**src/hdl/mi_pkg.sv**
```systemverilog
// Package with the shared types and constants of the modular inverse block.
package mi_pkg;

    localparam int unsigned MI_WIDTH = 32;

    typedef enum logic [2:0] {
        S_IDLE,
        S_REDUCE,
        S_CHECK,
        S_DIV,
        S_FINAL,
        S_FIX
    } t_mi_state;

    typedef struct packed {
        logic busy;
        logic done;
    } t_div_stat;

endpackage

```
**src/hdl/mi_serdiv.sv**
```systemverilog
// Bit-serial restoring divider with a quotient-driven multiply-accumulate.
module mi_serdiv
    import mi_pkg::*;
#(
    parameter int unsigned WIDTH = MI_WIDTH
) (
    input  logic             i_clk,
    input  logic             i_rst_n,
    input  logic             i_start,
    input  logic [WIDTH-1:0] i_dividend,
    input  logic [WIDTH-1:0] i_divisor,
    input  logic [WIDTH-1:0] i_mcand,
    output t_div_stat        o_stat,
    output logic [WIDTH-1:0] o_rem,
    output logic [WIDTH-1:0] o_prod
);

    localparam int unsigned CW = $clog2(WIDTH);

    logic [WIDTH-1:0] r_rem;
    logic [WIDTH-1:0] r_dvd;
    logic [WIDTH-1:0] r_acc;
    logic [CW-1:0]    r_cnt;
    logic             r_busy;
    logic             r_done;

    logic [WIDTH:0]   trial;
    logic [WIDTH-1:0] diff;
    logic             qbit;
    logic [WIDTH-1:0] n_rem;
    logic [WIDTH-1:0] n_acc;

    always_comb begin
        trial = {r_rem, r_dvd[WIDTH-1]};
        diff  = trial[WIDTH-1:0] - i_divisor;
        qbit  = (trial >= {1'b0, i_divisor});
        n_rem = qbit ? diff : trial[WIDTH-1:0];
        n_acc = {r_acc[WIDTH-2:0], 1'b0} + (qbit ? i_mcand : '0);
    end

    always_ff @(posedge i_clk) begin
        if (!i_rst_n) begin
            r_busy <= 1'b0;
            r_done <= 1'b0;
        end else begin
            r_done <= 1'b0;
            if (i_start && !r_busy) begin
                r_busy <= 1'b1;
            end else if (r_busy && (r_cnt == '0)) begin
                r_busy <= 1'b0;
                r_done <= 1'b1;
            end
        end
    end

    always_ff @(posedge i_clk) begin
        if (i_start && !r_busy) begin
            r_rem <= '0;
            r_acc <= '0;
            r_dvd <= i_dividend;
            r_cnt <= CW'(WIDTH - 1);
        end else if (r_busy) begin
            r_rem <= n_rem;
            r_acc <= n_acc;
            r_dvd <= {r_dvd[WIDTH-2:0], 1'b0};
            r_cnt <= r_cnt - 1'b1;
        end
    end

    assign o_stat = '{busy: r_busy, done: r_done};
    assign o_rem  = r_rem;
    assign o_prod = r_acc;

endmodule

```
**src/hdl/modular_inverse.sv**
```systemverilog
// Top level of the modular inverse block using the extended Euclidean algorithm.
//
// Channel   Direction  Ports                        Transaction
// command   in         start, busy, i_value         start high while busy low
// result    out        o_done, o_inverse,           o_done high for one cycle
//                      o_no_inverse
// config    in         i_modulus_we, i_modulus      i_modulus_we high
//
// Each Euclid iteration runs one division in the bit-serial divider, and
// the first reduction of the value modulo the modulus runs one as well.
// A modulus of zero gives its result in the cycle after the start.
// Reset is synchronous and active low and returns the modulus to one.
// The receiver cannot stall; each result is shown for exactly one cycle.
module modular_inverse
    import mi_pkg::*;
#(
    parameter int unsigned WIDTH = MI_WIDTH
) (
    input  logic             i_clk,
    input  logic             i_rst_n,
    input  logic             start,
    output logic             busy,
    input  logic [WIDTH-1:0] i_value,
    input  logic             i_modulus_we,
    input  logic [WIDTH-1:0] i_modulus,
    output logic             o_done,
    output logic [WIDTH-1:0] o_inverse,
    output logic             o_no_inverse
);

    t_mi_state        r_state;
    t_mi_state        n_state;

    logic [WIDTH-1:0] r_modulus;
    logic [WIDTH-1:0] r_m;
    logic [WIDTH-1:0] r_r0;
    logic [WIDTH-1:0] r_r1;
    logic [WIDTH-1:0] r_c0;
    logic [WIDTH-1:0] r_c1;
    logic             r_neg0;
    logic             r_neg1;
    logic             r_done;
    logic [WIDTH-1:0] r_inv;
    logic             r_flag;

    logic             div_start;
    logic [WIDTH-1:0] div_dividend;
    logic [WIDTH-1:0] div_divisor;
    logic [WIDTH-1:0] div_mcand;
    t_div_stat        div_stat;
    logic [WIDTH-1:0] div_rem;
    logic [WIDTH-1:0] div_prod;

    logic             accept;

    assign accept = start && (r_state == S_IDLE);

    mi_serdiv #(
        .WIDTH (WIDTH)
    ) u_div (
        .i_clk      (i_clk),
        .i_rst_n    (i_rst_n),
        .i_start    (div_start),
        .i_dividend (div_dividend),
        .i_divisor  (div_divisor),
        .i_mcand    (div_mcand),
        .o_stat     (div_stat),
        .o_rem      (div_rem),
        .o_prod     (div_prod)
    );

    always_ff @(posedge i_clk) begin
        if (!i_rst_n) begin
            r_state <= S_IDLE;
        end else begin
            r_state <= n_state;
        end
    end

    always_comb begin
        n_state      = r_state;
        div_start    = 1'b0;
        div_dividend = r_r0;
        div_divisor  = r_r1;
        div_mcand    = r_c1;
        unique case (r_state)
            S_IDLE: begin
                div_dividend = i_value;
                if (accept && (r_modulus != '0)) begin
                    div_start = 1'b1;
                    n_state   = S_REDUCE;
                end
            end
            S_REDUCE: begin
                div_divisor = r_m;
                div_mcand   = '0;
                if (div_stat.done) begin
                    n_state = S_CHECK;
                end
            end
            S_CHECK: begin
                if (r_r1 == '0) begin
                    n_state = S_FINAL;
                end else begin
                    div_start = 1'b1;
                    n_state   = S_DIV;
                end
            end
            S_DIV: begin
                if (div_stat.done) begin
                    n_state = S_CHECK;
                end
            end
            S_FINAL: begin
                n_state = S_FIX;
            end
            S_FIX: begin
                n_state = S_IDLE;
            end
            default: begin
                n_state = S_IDLE;
            end
        endcase
    end

    always_ff @(posedge i_clk) begin
        if (!i_rst_n) begin
            r_modulus <= WIDTH'(1);
        end else if (i_modulus_we) begin
            r_modulus <= i_modulus;
        end
    end

    always_ff @(posedge i_clk) begin
        if (!i_rst_n) begin
            r_done <= 1'b0;
        end else begin
            r_done <= (r_state == S_FIX) || (accept && (r_modulus == '0));
        end
    end

    always_ff @(posedge i_clk) begin
        unique case (r_state)
            S_IDLE: begin
                if (accept) begin
                    r_m   <= r_modulus;
                    r_inv <= '0;
                    r_flag <= 1'b1;
                end
            end
            S_REDUCE: begin
                if (div_stat.done) begin
                    r_r0   <= r_m;
                    r_r1   <= div_rem;
                    r_c0   <= '0;
                    r_c1   <= WIDTH'(1);
                    r_neg0 <= 1'b0;
                    r_neg1 <= 1'b0;
                end
            end
            S_CHECK: begin
            end
            S_DIV: begin
                if (div_stat.done) begin
                    r_r0   <= r_r1;
                    r_r1   <= div_rem;
                    r_c0   <= r_c1;
                    r_c1   <= div_prod + r_c0;
                    r_neg0 <= r_neg1;
                    r_neg1 <= !r_neg1;
                end
            end
            S_FINAL: begin
                if (r_c0 >= r_m) begin
                    r_c0 <= r_c0 - r_m;
                end
            end
            S_FIX: begin
                if (r_r0 != WIDTH'(1)) begin
                    r_inv  <= '0;
                    r_flag <= 1'b1;
                end else begin
                    r_inv  <= (r_neg0 && (r_c0 != '0)) ? (r_m - r_c0) : r_c0;
                    r_flag <= 1'b0;
                end
            end
            default: begin
            end
        endcase
    end

    assign busy         = (r_state != S_IDLE);
    assign o_done       = r_done;
    assign o_inverse    = r_inv;
    assign o_no_inverse = r_flag;

    a_start_goes_busy: assert property (@(posedge i_clk) disable iff (!i_rst_n)
        accept && (r_modulus != '0) |=> busy)
        else $error("Accepted transaction did not start the computation.");

    a_remainder_order: assert property (@(posedge i_clk) disable iff (!i_rst_n)
        (r_state == S_CHECK) |-> (r_r1 < r_r0))
        else $error("Remainder sequence is not decreasing.");

    a_div_idle_start: assert property (@(posedge i_clk) disable iff (!i_rst_n)
        div_start |-> !div_stat.busy)
        else $error("Divider started while still running.");

    a_flag_zero: assert property (@(posedge i_clk) disable iff (!i_rst_n)
        o_done && o_no_inverse |-> (o_inverse == '0))
        else $error("Flagged result carries a nonzero inverse.");

    a_inv_range: assert property (@(posedge i_clk) disable iff (!i_rst_n)
        o_done && !o_no_inverse |-> (o_inverse < r_m))
        else $error("Inverse is not below the modulus.");

endmodule

```
**config.mk**
```make
export PLATFORM = sky130hd
export DESIGN_NAME = modular_inverse
export DESIGN_NICKNAME = d
export VERILOG_FILES = /design/src/hdl/mi_pkg.sv /design/src/hdl/mi_serdiv.sv /design/src/hdl/modular_inverse.sv
export SDC_FILE = /design/constraint.sdc
export NUM_CORES = 1
export LEC_CHECK = 0
export ABC_AREA = 0
export BUFFER_PORTS_ARGS = -buffer_cell sky130_fd_sc_hd__buf_2
export CAP_MARGIN = 20
export CORE_MARGIN = 5
export CORE_UTILIZATION = 63
export DETAILED_ROUTE_END_ITERATION = 10
export HOLD_SLACK_MARGIN = 0.02
export MAX_ROUTING_LAYER = met4
export PLACE_DENSITY = 0.81
export SLEW_MARGIN = 20
export SYNTH_ARGS = -nofsm -noshare
export SYNTH_HDL_FRONTEND = slang
export SYNTH_SLANG_ARGS = --single-unit
```
**constraint.sdc**
```tcl
create_clock -name i_clk -period 8.8 [get_ports i_clk]
set_clock_uncertainty 0.15 [all_clocks]
set_input_delay 1.76 -clock i_clk [delete_from_list [all_inputs] [get_ports i_clk]]
set_output_delay 1.76 -clock i_clk [all_outputs]
set_load 0.05 [all_outputs]
```
# Word level (Yosys, flattened, before mapping)
# Index checks and enable logic that the tools add are counted.
dict set report classes {
  bitwise 1
  n_reduce_logical 29
  add_sub_neg 6
  mux 39
  n_lt_le_gt_ge 2
  n_eq_ne 12
}
# operator n
set ops {}
lappend ops {{two-way mux 32 bit} 17}
lappend ops {{case mux 32 bit (2 select lines)} 3}
lappend ops {{case mux 32 bit (3 select lines)} 1}
lappend ops {{subtractor 32 bit} 3}
lappend ops {{adder 32 bit} 2}
lappend ops {{logical NOT 32 bit} 2}
lappend ops {{nonzero test 32 bit} 2}
lappend ops {{greater-or-equal comparator 33 x 32 -> 1 bit} 1}
lappend ops {{greater-or-equal comparator 32 bit} 1}
lappend ops {{inequality test 32 x 1 -> 1 bit, second input constant} 1}
lappend ops {{case mux 3 bit (4 select lines)} 1}
lappend ops {{two-way mux 1 bit} 10}
lappend ops {{two-way mux 3 bit} 3}
lappend ops {{inequality test 2 x 1 -> 1 bit, second input constant} 4}
lappend ops {{case mux 1 bit (2 select lines)} 4}
lappend ops {{AND reduction 2 bit} 4}
lappend ops {{nonzero test 2 bit} 4}
lappend ops {{== test 3 x 2 -> 1 bit, second input constant} 2}
lappend ops {{== test 3 bit, second input constant} 2}
lappend ops {{logical AND 1 bit} 6}
lappend ops {{nonzero test 3 bit} 2}
lappend ops {{logical NOT 5 bit} 1}
lappend ops {{subtractor 5 x 1 -> 5 bit, second input constant} 1}
lappend ops {{inequality test 2 bit, second input constant} 2}
lappend ops {{8 further kinds} 10}
dict set report word_totals {
  wordCells 107
  inputBits 68
  reg_bits 334
}

# Logic depth before layout (Yosys ltp)
# Gate-level depths: netlist of run 1.
dict set report depth {
  depth_word 7
  mapped_depth 29
}

# Modules after synthesis
# Synthesis of run 1 repeated with hierarchy kept, for this count alone.
dict set report hier_totals {
  hier_cells 2372
  hier_area_um2 22351.4
}
# mod n_inst seq_area_each_um2 area_per_inst_um2 cells_each
set by_module_without_submodules {}
lappend by_module_without_submodules {modular_inverse 1 6576.3 15018.2 1531}
lappend by_module_without_submodules {mi_serdiv 1 2382.3 7333.3 841}

# Least setup slack after synthesis of run 1
# No wires, ideal clock.
dict set report synth_timing {
  kind {register -> register}
  from {register r_state[2]}
  to {register u_div.r_acc[31], in the netlist u_div.o_prod[31]}
  path_stages_with_launch 29
  n_path_buf 4
  t_required_ns 8.524
  setup_slack_ns 2.370
  arrival_ns 6.155
  path_cell_list {dfxtp_1 clkbuf_1 nor2b_1 nor2b_1 clkbuf_1 clkbuf_1 mux2i_1 ha_1 nor2b_1 o31a_1 o31ai_2 a21o_1 o211ai_2 a21boi_1 nor2_1 buf_2 and2_1 ha_1 fa_1 a211oi_1 o21ai_1 a31o_2 a211oi_2 o21ai_1 a31oi_1 a21oi_1 a31oi_1 xnor2_1 o21ai_1}
}
dict set report synth_via {
  elab_chain_cells 6
  elab_cells_between_ends 13
}
# element line
set synth_rtl {}
lappend synth_rtl {{start, declared} modular_inverse.sv:31} ;# t_mi_state r_state;
lappend synth_rtl {{start signal, assigned} modular_inverse.sv:76} ;# r_state <= n_state;
lappend synth_rtl {{parallel branches: the longest is 6 deep, another holds greater-or-equal comparator 33 x 32 -> 1 bit} -}
lappend synth_rtl {{end signal, assigned} mi_serdiv.sv:64} ;# r_acc <= n_acc;
lappend synth_rtl {{end, declared} mi_serdiv.sv:22} ;# logic [WIDTH-1:0] r_acc;
# Parallel ways; which one is timed is not known.
# A chain may end at the register's enable or synchronous reset.

# Worst setup path in the final report of run 1
dict set report layout_timing {
  from {register r_state[0]}
  to {register u_div.r_acc[31], in the netlist u_div.o_prod[31]}
}
# Same word-level chain as after synthesis.

==> results.cfg, run 1 <==
[die]
initial_core_util_pct = 64.15
die_w_um = 195.2
die-area_um2 = 38120
ios = 103
coreArea_um2 = 33700
die_y_um = 195.2
num_rows = 67

[global_route]
grt_max_degree = 71
grt_usage_pct = 33.42
antenna_found_initial = 0
first_global_vias = 17070
grt_pass1_wl_mm = 98.06
grt-ovfl-total = 0

[yosys]
synthSimpleGateAreaFrac_pct = 15.44
synth_seq_area_share_pct = 41.44
yosys-mux-area-fraction_pct = 4.874
synthArstFlopShare_pct = 0
synth_edf_count = 227
synth_cell_types = 86
avgSynthCellArea_um2 = 9.427
synth_top_family_by_area = compound AO/OA/AOI/OAI gates
yosys_register_bits = 334
synth_fa_ha_area_share_pct = 9.550
synth_compound_area_share_pct = 19.60
synthFlopType = edfxtp_1
synth-xor-area-share_pct = 5.267
syn_area_um2 = 21620
yosysWarnings = 0
syn_nets = 2523
synthCells = 2293

[hold_path]
worstHoldStart = r_modulus[3]
worstHoldEndpoint = r_m[3]
min-delay-path-class = flip-flop to flip-flop
whs_path_depth = 0

[worst_setup_path]
cpPeakStageDelay_ns = 0.72
slowest_stage = nor2_1
cp_common_cell = a31oi_1
critPathRequiredTime_ns = 9.04
crit_path_end_kind = flip-flop
arrival_ns = 8.18
worst_setup_path_start_kind = flip-flop
cp_max_fo = 22
r2r-end = u_div.o_prod[31]
reg2reg_depth = 24
reg2reg_slack_ns = 0.86
regToRegStartpoint = r_state[0]
path_cells = nor2b_1, nor2b_4, buf_4, mux2i_1, ha_1, and3_1, nand4_1, or4_1, a31oi_1, nor4_1, a21boi_2, nor2_1, buf_4, and2_1, ha_1, a21oi_1, nand4_1, a211oi_2, o21ai_1, a31oi_1, a21oi_1, a31oi_1, xnor2_1, o21ai_1
crit_type = flip-flop to flip-flop

[drt]
wl_met1_mm = 27.34
dr_wl_met2_mm = 29.34
drtIter0Drc = 1525
met3_length_mm = 5.632
drt-total-wl_mm = 64.31
top_layer_used = met4
drc = 0
first_pass_iters = 5
ant_nets = 0
vias_per_cell = 6.443
post_drt_wl_per_cell_um = 22.81
vias = 18160

[clock_network]
path_clk_slew_ns = 0.06
cts_hold_buf = 0
cts_tree = yes
postCtsSetupBuffers = 0
clockBufferDepth = 3
clock_latency_ns = 0.55
htree_levels = 2
cts_root_buf = clkbuf_16
cts_buffers = 37
cts_resized = 0
numClockSinks = 334

[timing]
max_slew_margin_pct = 21.66
post-route-period-util_pct = 90.25
finalHoldViolCount = 0
whs_ns = 0.3077
grt_setup_unrepaired = false
timing.fmax_mhz = 125.9
finalSetupViolations = 0
setup_tns_ns = 0
drv_slew = 0
tightestPinTransition_ns = 1.164
finalCriticalPeriod_ns = 7.942

[placement]
place_congestion = 0.9917
placed_area_um2 = 22420
dp_cells = 2752
dp_hpwl_mm = 48.42
io_buffers = 102

[final_layout]
area_growth_pct = 9.128
drive_gt1_share_pct = 9.068
nets = 2573
antennaDiodeCount = 0
fin_cells = 2819
fin_area_um2 = 23590
post-route-util_pct = 70.00

[pwr]
max-vdd-ir-drop_v = 0.0002362
p_leak_nw = 9.979
p_per_area_nw_per_um2 = 255.9

[run_status]
outcome = finished clean

[flow_run]
max-cap-violations = 0
[worst max path at each step]
stage,from,to,slack (ns),cells after the start
2_1_floorplan,r_state[2],u_div.o_prod[31],2.37,28
3_3_place_gp,r_state[0],u_div.o_prod[31],1.32,25
3_5_place_dp,r_state[0],u_div.o_prod[31],1.05,25
4_1_cts,r_state[0],u_div.o_prod[31],0.99,25
5_1_grt,r_state[0],u_div.o_prod[31],0.34,25
6_report,r_state[0],u_div.o_prod[31],0.86,24
[state kept, by name, summed over array words and instances (netlist names), 3 cells and up]
signal / count
r_state: 3
r_m: 32
u_div.o_rem: 32
r_modulus: 32
u_div.r_dvd: 32
r_c1: 32
r_c0: 32
o_inverse: 32
u_div.o_prod: 32
r_r1: 32
r_r0: 32
u_div.r_cnt: 5
[cell usage in the layout, fill, tap and decap left out, types with 38 or more instances in the layout]
master	synthesis	final
a21o_1	99	99
a21oi_1	188	187
and2_1	40	38
buf_2	16	102
dfxtp_1	107	107
edfxtp_1	227	227
ha_1	157	157
inv_1	98	98
mux2i_1	103	103
nand2_1	227	227
nor2_1	148	146
nor2b_1	56	55
o21ai_0	147	147
o21ai_1	55	54
xnor2_1	68	68
xor2_1	62	62
[area by class of cell]
type	instances	area, µm²
clock inverter	18	173.9
clock buffer	49	991.0
tap	448	560.5
multi-input combinational	1752	11890
inverter	98	367.9
sequential	334	8959
fill	2730	10110
timing repair buffer	120	645.6
[logic make-up after synthesis]
family	Yosys count
buffers and inverters	207
XOR/XNOR	130
adder cells (fa/ha/maj)	162
AO/OA/AOI/OAI	675
AND/OR/NAND/NOR	680
multiplexers	105
flip-flops	334
[synthesized netlist by cell type, drive strengths merged (19+ instances only)]
cell	n	area share, %
nor2b	56	1.6
clkbuf	81	1.5
nor2	148	2.6
xnor2	68	2.8
o21a	21	0.74
o21ai	205	4.8
a21o	100	3.5
a31oi	22	0.64
and3	19	0.55
a21oi	193	4.6
xor2	62	2.5
nand2b	23	0.67
buf	28	0.67
nand3	27	0.63
mux2i	103	4.8
nor3	23	0.56
edfxtp	227	32
dfxtp	107	9.9
nand4	30	0.87
and2	40	1.2
nand2	227	3.9
nor4	36	1.0
inv	98	1.7
ha	157	9.1
[per-stage QoR]
step / power (W) / setup slack (ns)
after global placement: 0.004421 / 1.320
after floorplan: 0.003921 / 2.370
after global routing: 0.006359 / 0.3393
final: 0.006037 / 0.8578
after detailed placement: 0.004479 / 1.051
after CTS: 0.005999 / 0.9893
[metal layers]
metal  vias up  global-route usage [%]
met5         -                       -
met4         0                   9.413
met3       144                   5.411
met2       838                   52.09
met1      8691                   45.76
li1       8491                       -
[critical path: cells and delay by family (launching register included)]
family	cells	cell delay [ns]
flip-flops	1	0.58
buffers and inverters	2	0.83
AND/OR/NAND/NOR	9	3.14
adder cells (fa/ha/maj)	2	0.71
multiplexers	1	0.15
XOR/XNOR	1	0.14
AO/OA/AOI/OAI	9	2.03
[report_power, final]
part	switching (W)	internal, W
Combinational	0.00142	0.000933
Sequential	0.000211	0.00195
Clock	0.000635	0.000885
Total	0.00227	0.00377
Power figures use the tool's default switching activity.
==> run 2: changes to the inputs <==
--- a/config.mk
+++ b/config.mk
@@ -9,11 +9,10 @@
 export BUFFER_PORTS_ARGS = -buffer_cell sky130_fd_sc_hd__buf_2
 export CAP_MARGIN = 20
 export CORE_MARGIN = 5
-export CORE_UTILIZATION = 63
+export CORE_UTILIZATION = 68
 export DETAILED_ROUTE_END_ITERATION = 10
 export HOLD_SLACK_MARGIN = 0.02
-export MAX_ROUTING_LAYER = met4
-export PLACE_DENSITY = 0.81
+export PLACE_DENSITY = 0.87
 export SLEW_MARGIN = 20
 export SYNTH_ARGS = -nofsm -noshare
 export SYNTH_HDL_FRONTEND = slang
==> constraint.sdc (replaced) <==
create_clock -name i_clk -period 9.33 [get_ports i_clk]
set_clock_uncertainty 0.15 [all_clocks]
set_input_delay 1.866 -clock i_clk [delete_from_list [all_inputs] [get_ports i_clk]]
set_output_delay 1.866 -clock i_clk [all_outputs]
set_load 0.05 [all_outputs]
==> results.cfg, run 2 (same netlist as run 1, synthesis figures left out) <==
[run_status]
outcome = finished clean

[placement]
dp_slack_ns = 2.021
io_buffers = 102
place_congestion = 0.9572
dp_hpwl_mm = 47.79

[final_layout]
drive_gt1_share_pct = 9.359
nets = 2574
layout_common_cells = nand2_1, edfxtp_1, a21oi_1
seq_area_um2 = 8959
area_growth_pct = 9.030
post-route-util_pct = 74.88
multi_input_area_um2 = 11890
fillerInstances = 2219

[flow_run]
max-cap-violations = 0

[worst_setup_path]
crit_path_end_kind = flip-flop
reg2reg_slack_ns = 1.84
arrival_ns = 7.73
worst_setup_path_start_kind = flip-flop
critPathRequiredTime_ns = 9.57
crit_type = flip-flop to flip-flop
cp_max_fo = 31

[drt]
first_pass_iters = 6
dr_wl_met2_mm = 28.78
post_drt_wl_per_cell_um = 23.19
ant_nets = 0
vias_per_cell = 6.642
wl_met1_mm = 26.13
drc = 0
vias = 18430
drtIter0Drc = 1782
met3_length_mm = 6.486
top_layer_used = met5
drt-total-wl_mm = 64.35

[timing]
finalSetupViolations = 0
setup_tns_ns = 0
timing.fmax_mhz = 133.6
drv_slew = 0
max_slew_margin_pct = 20.87
finalWorstSetupSlack_ns = 1.843
tightestPinTransition_ns = 1.176
finalCriticalPeriod_ns = 7.487
grt_setup_unrepaired = false
post-route-period-util_pct = 80.25
finalHoldViolCount = 0

[clock_network]
cts_tree = yes
path_clk_slew_ns = 0.06
cts_resized = 0
postCtsSetupBuffers = 0
cts_hold_buf = 0
numClockSinks = 334
cts_buffers = 37
htree_levels = 2
clockBufferDepth = 3
clock_latency_ns = 0.52
cts_root_buf = clkbuf_16

[global_route]
first_global_vias = 17960
antenna_found_initial = 2
grt_usage_pct = 35.54
grt_pass1_wl_mm = 100.8
grt_max_degree = 101
grt-ovfl-total = 0

[die]
initial_core_util_pct = 68.68
die_w_um = 188.3
die_y_um = 188.3
coreArea_um2 = 31470
num_rows = 65
die-area_um2 = 35460
ios = 103

[hold_path]
min-delay-path-class = flip-flop to flip-flop

[pwr]
p_leak_nw = 10.00
p_per_area_nw_per_um2 = 241.8
max-vdd-ir-drop_v = 0.0001971
-- run 2: cell types whose count changed in the layout (fill, tap and decap cells not counted), sizes merged --
cell / previous run / this run
diode: 0 / 1
bufinv: 3 / 1
clkinvlp: 0 / 1
clkinv: 11 / 10
buf: 120 / 121
clkbuf: 49 / 51
-- run 2: power by group --
| part | total [W] | internal (W) | switching [W] |
|---|---|---|---|
| clock network | 0.00144 | 0.000831 | 0.000607 |
| registers | 0.00204 | 0.00184 | 0.000202 |
| logic | 0.00222 | 0.000882 | 0.00134 |
-- run 2: layout make-up --
class | count | area share (%)
repair buffers | 121 | 2.771
flip-flops and latches | 334 | 38.01
diodes | 1 | 0.01062
multi-input cells | 1752 | 50.45
clock buffers | 51 | 4.496
clock inverters | 16 | 0.5680
inverters | 98 | 1.561
well taps | 402 | 2.134
-- run 2: path summary, 6_finish.rpt --
path | from | to | depth (start not counted)
worst min-delay path | r_modulus[2] | r_m[2] | 0
worst min register to register | r_modulus[2] | r_m[2] | 0
worst max register to register | r_state[0] | u_div.o_prod[31] | 25
worst max-delay path | r_state[0] | u_div.o_prod[31] | 25
-- run 2: worst max-delay path, cell delays in order (launching register included) --
cell      delay [ns]
dfxtp_1         0.58
nor2b_1         0.38
nor2b_4         0.71
buf_4           0.36
mux2i_1         0.13
ha_1            0.43
and4_1          0.33
nand4_1         0.12
or4_1           0.49
a31oi_1         0.23
nor4_1          0.07
a21boi_2        0.16
nor2_1          0.15
buf_4           0.33
and2_1          0.18
ha_1            0.28
a211oi_1        0.29
o21ai_1         0.12
a31o_2          0.30
a211oi_2        0.27
o21ai_1         0.23
a31oi_1         0.34
a21oi_1         0.16
a31oi_1         0.28
xnor2_1         0.16
o21ai_1         0.08
-- run 2: through the flow --
stage               instance area (µm²)  hold slack [ns]  instances  total power [W]
floorplan                         21620           0.2798       2293         0.003698
global placement                  22370           0.2887       2707         0.004144
detailed placement                22370           0.2958       2707         0.004211
CTS                               23570           0.3166       2774         0.005658
global route                      23570           0.3295       2774         0.006019
finish                            23570           0.3183       2775         0.005700
-- run 2: metal layers --
layer | up-vias | track usage (%)
met5 | - | 0
met2 | 1006 | 56.68
met1 | 8718 | 48.04
met3 | 218 | 7.447
li1 | 8488 | -
met4 | 2 | 13.73
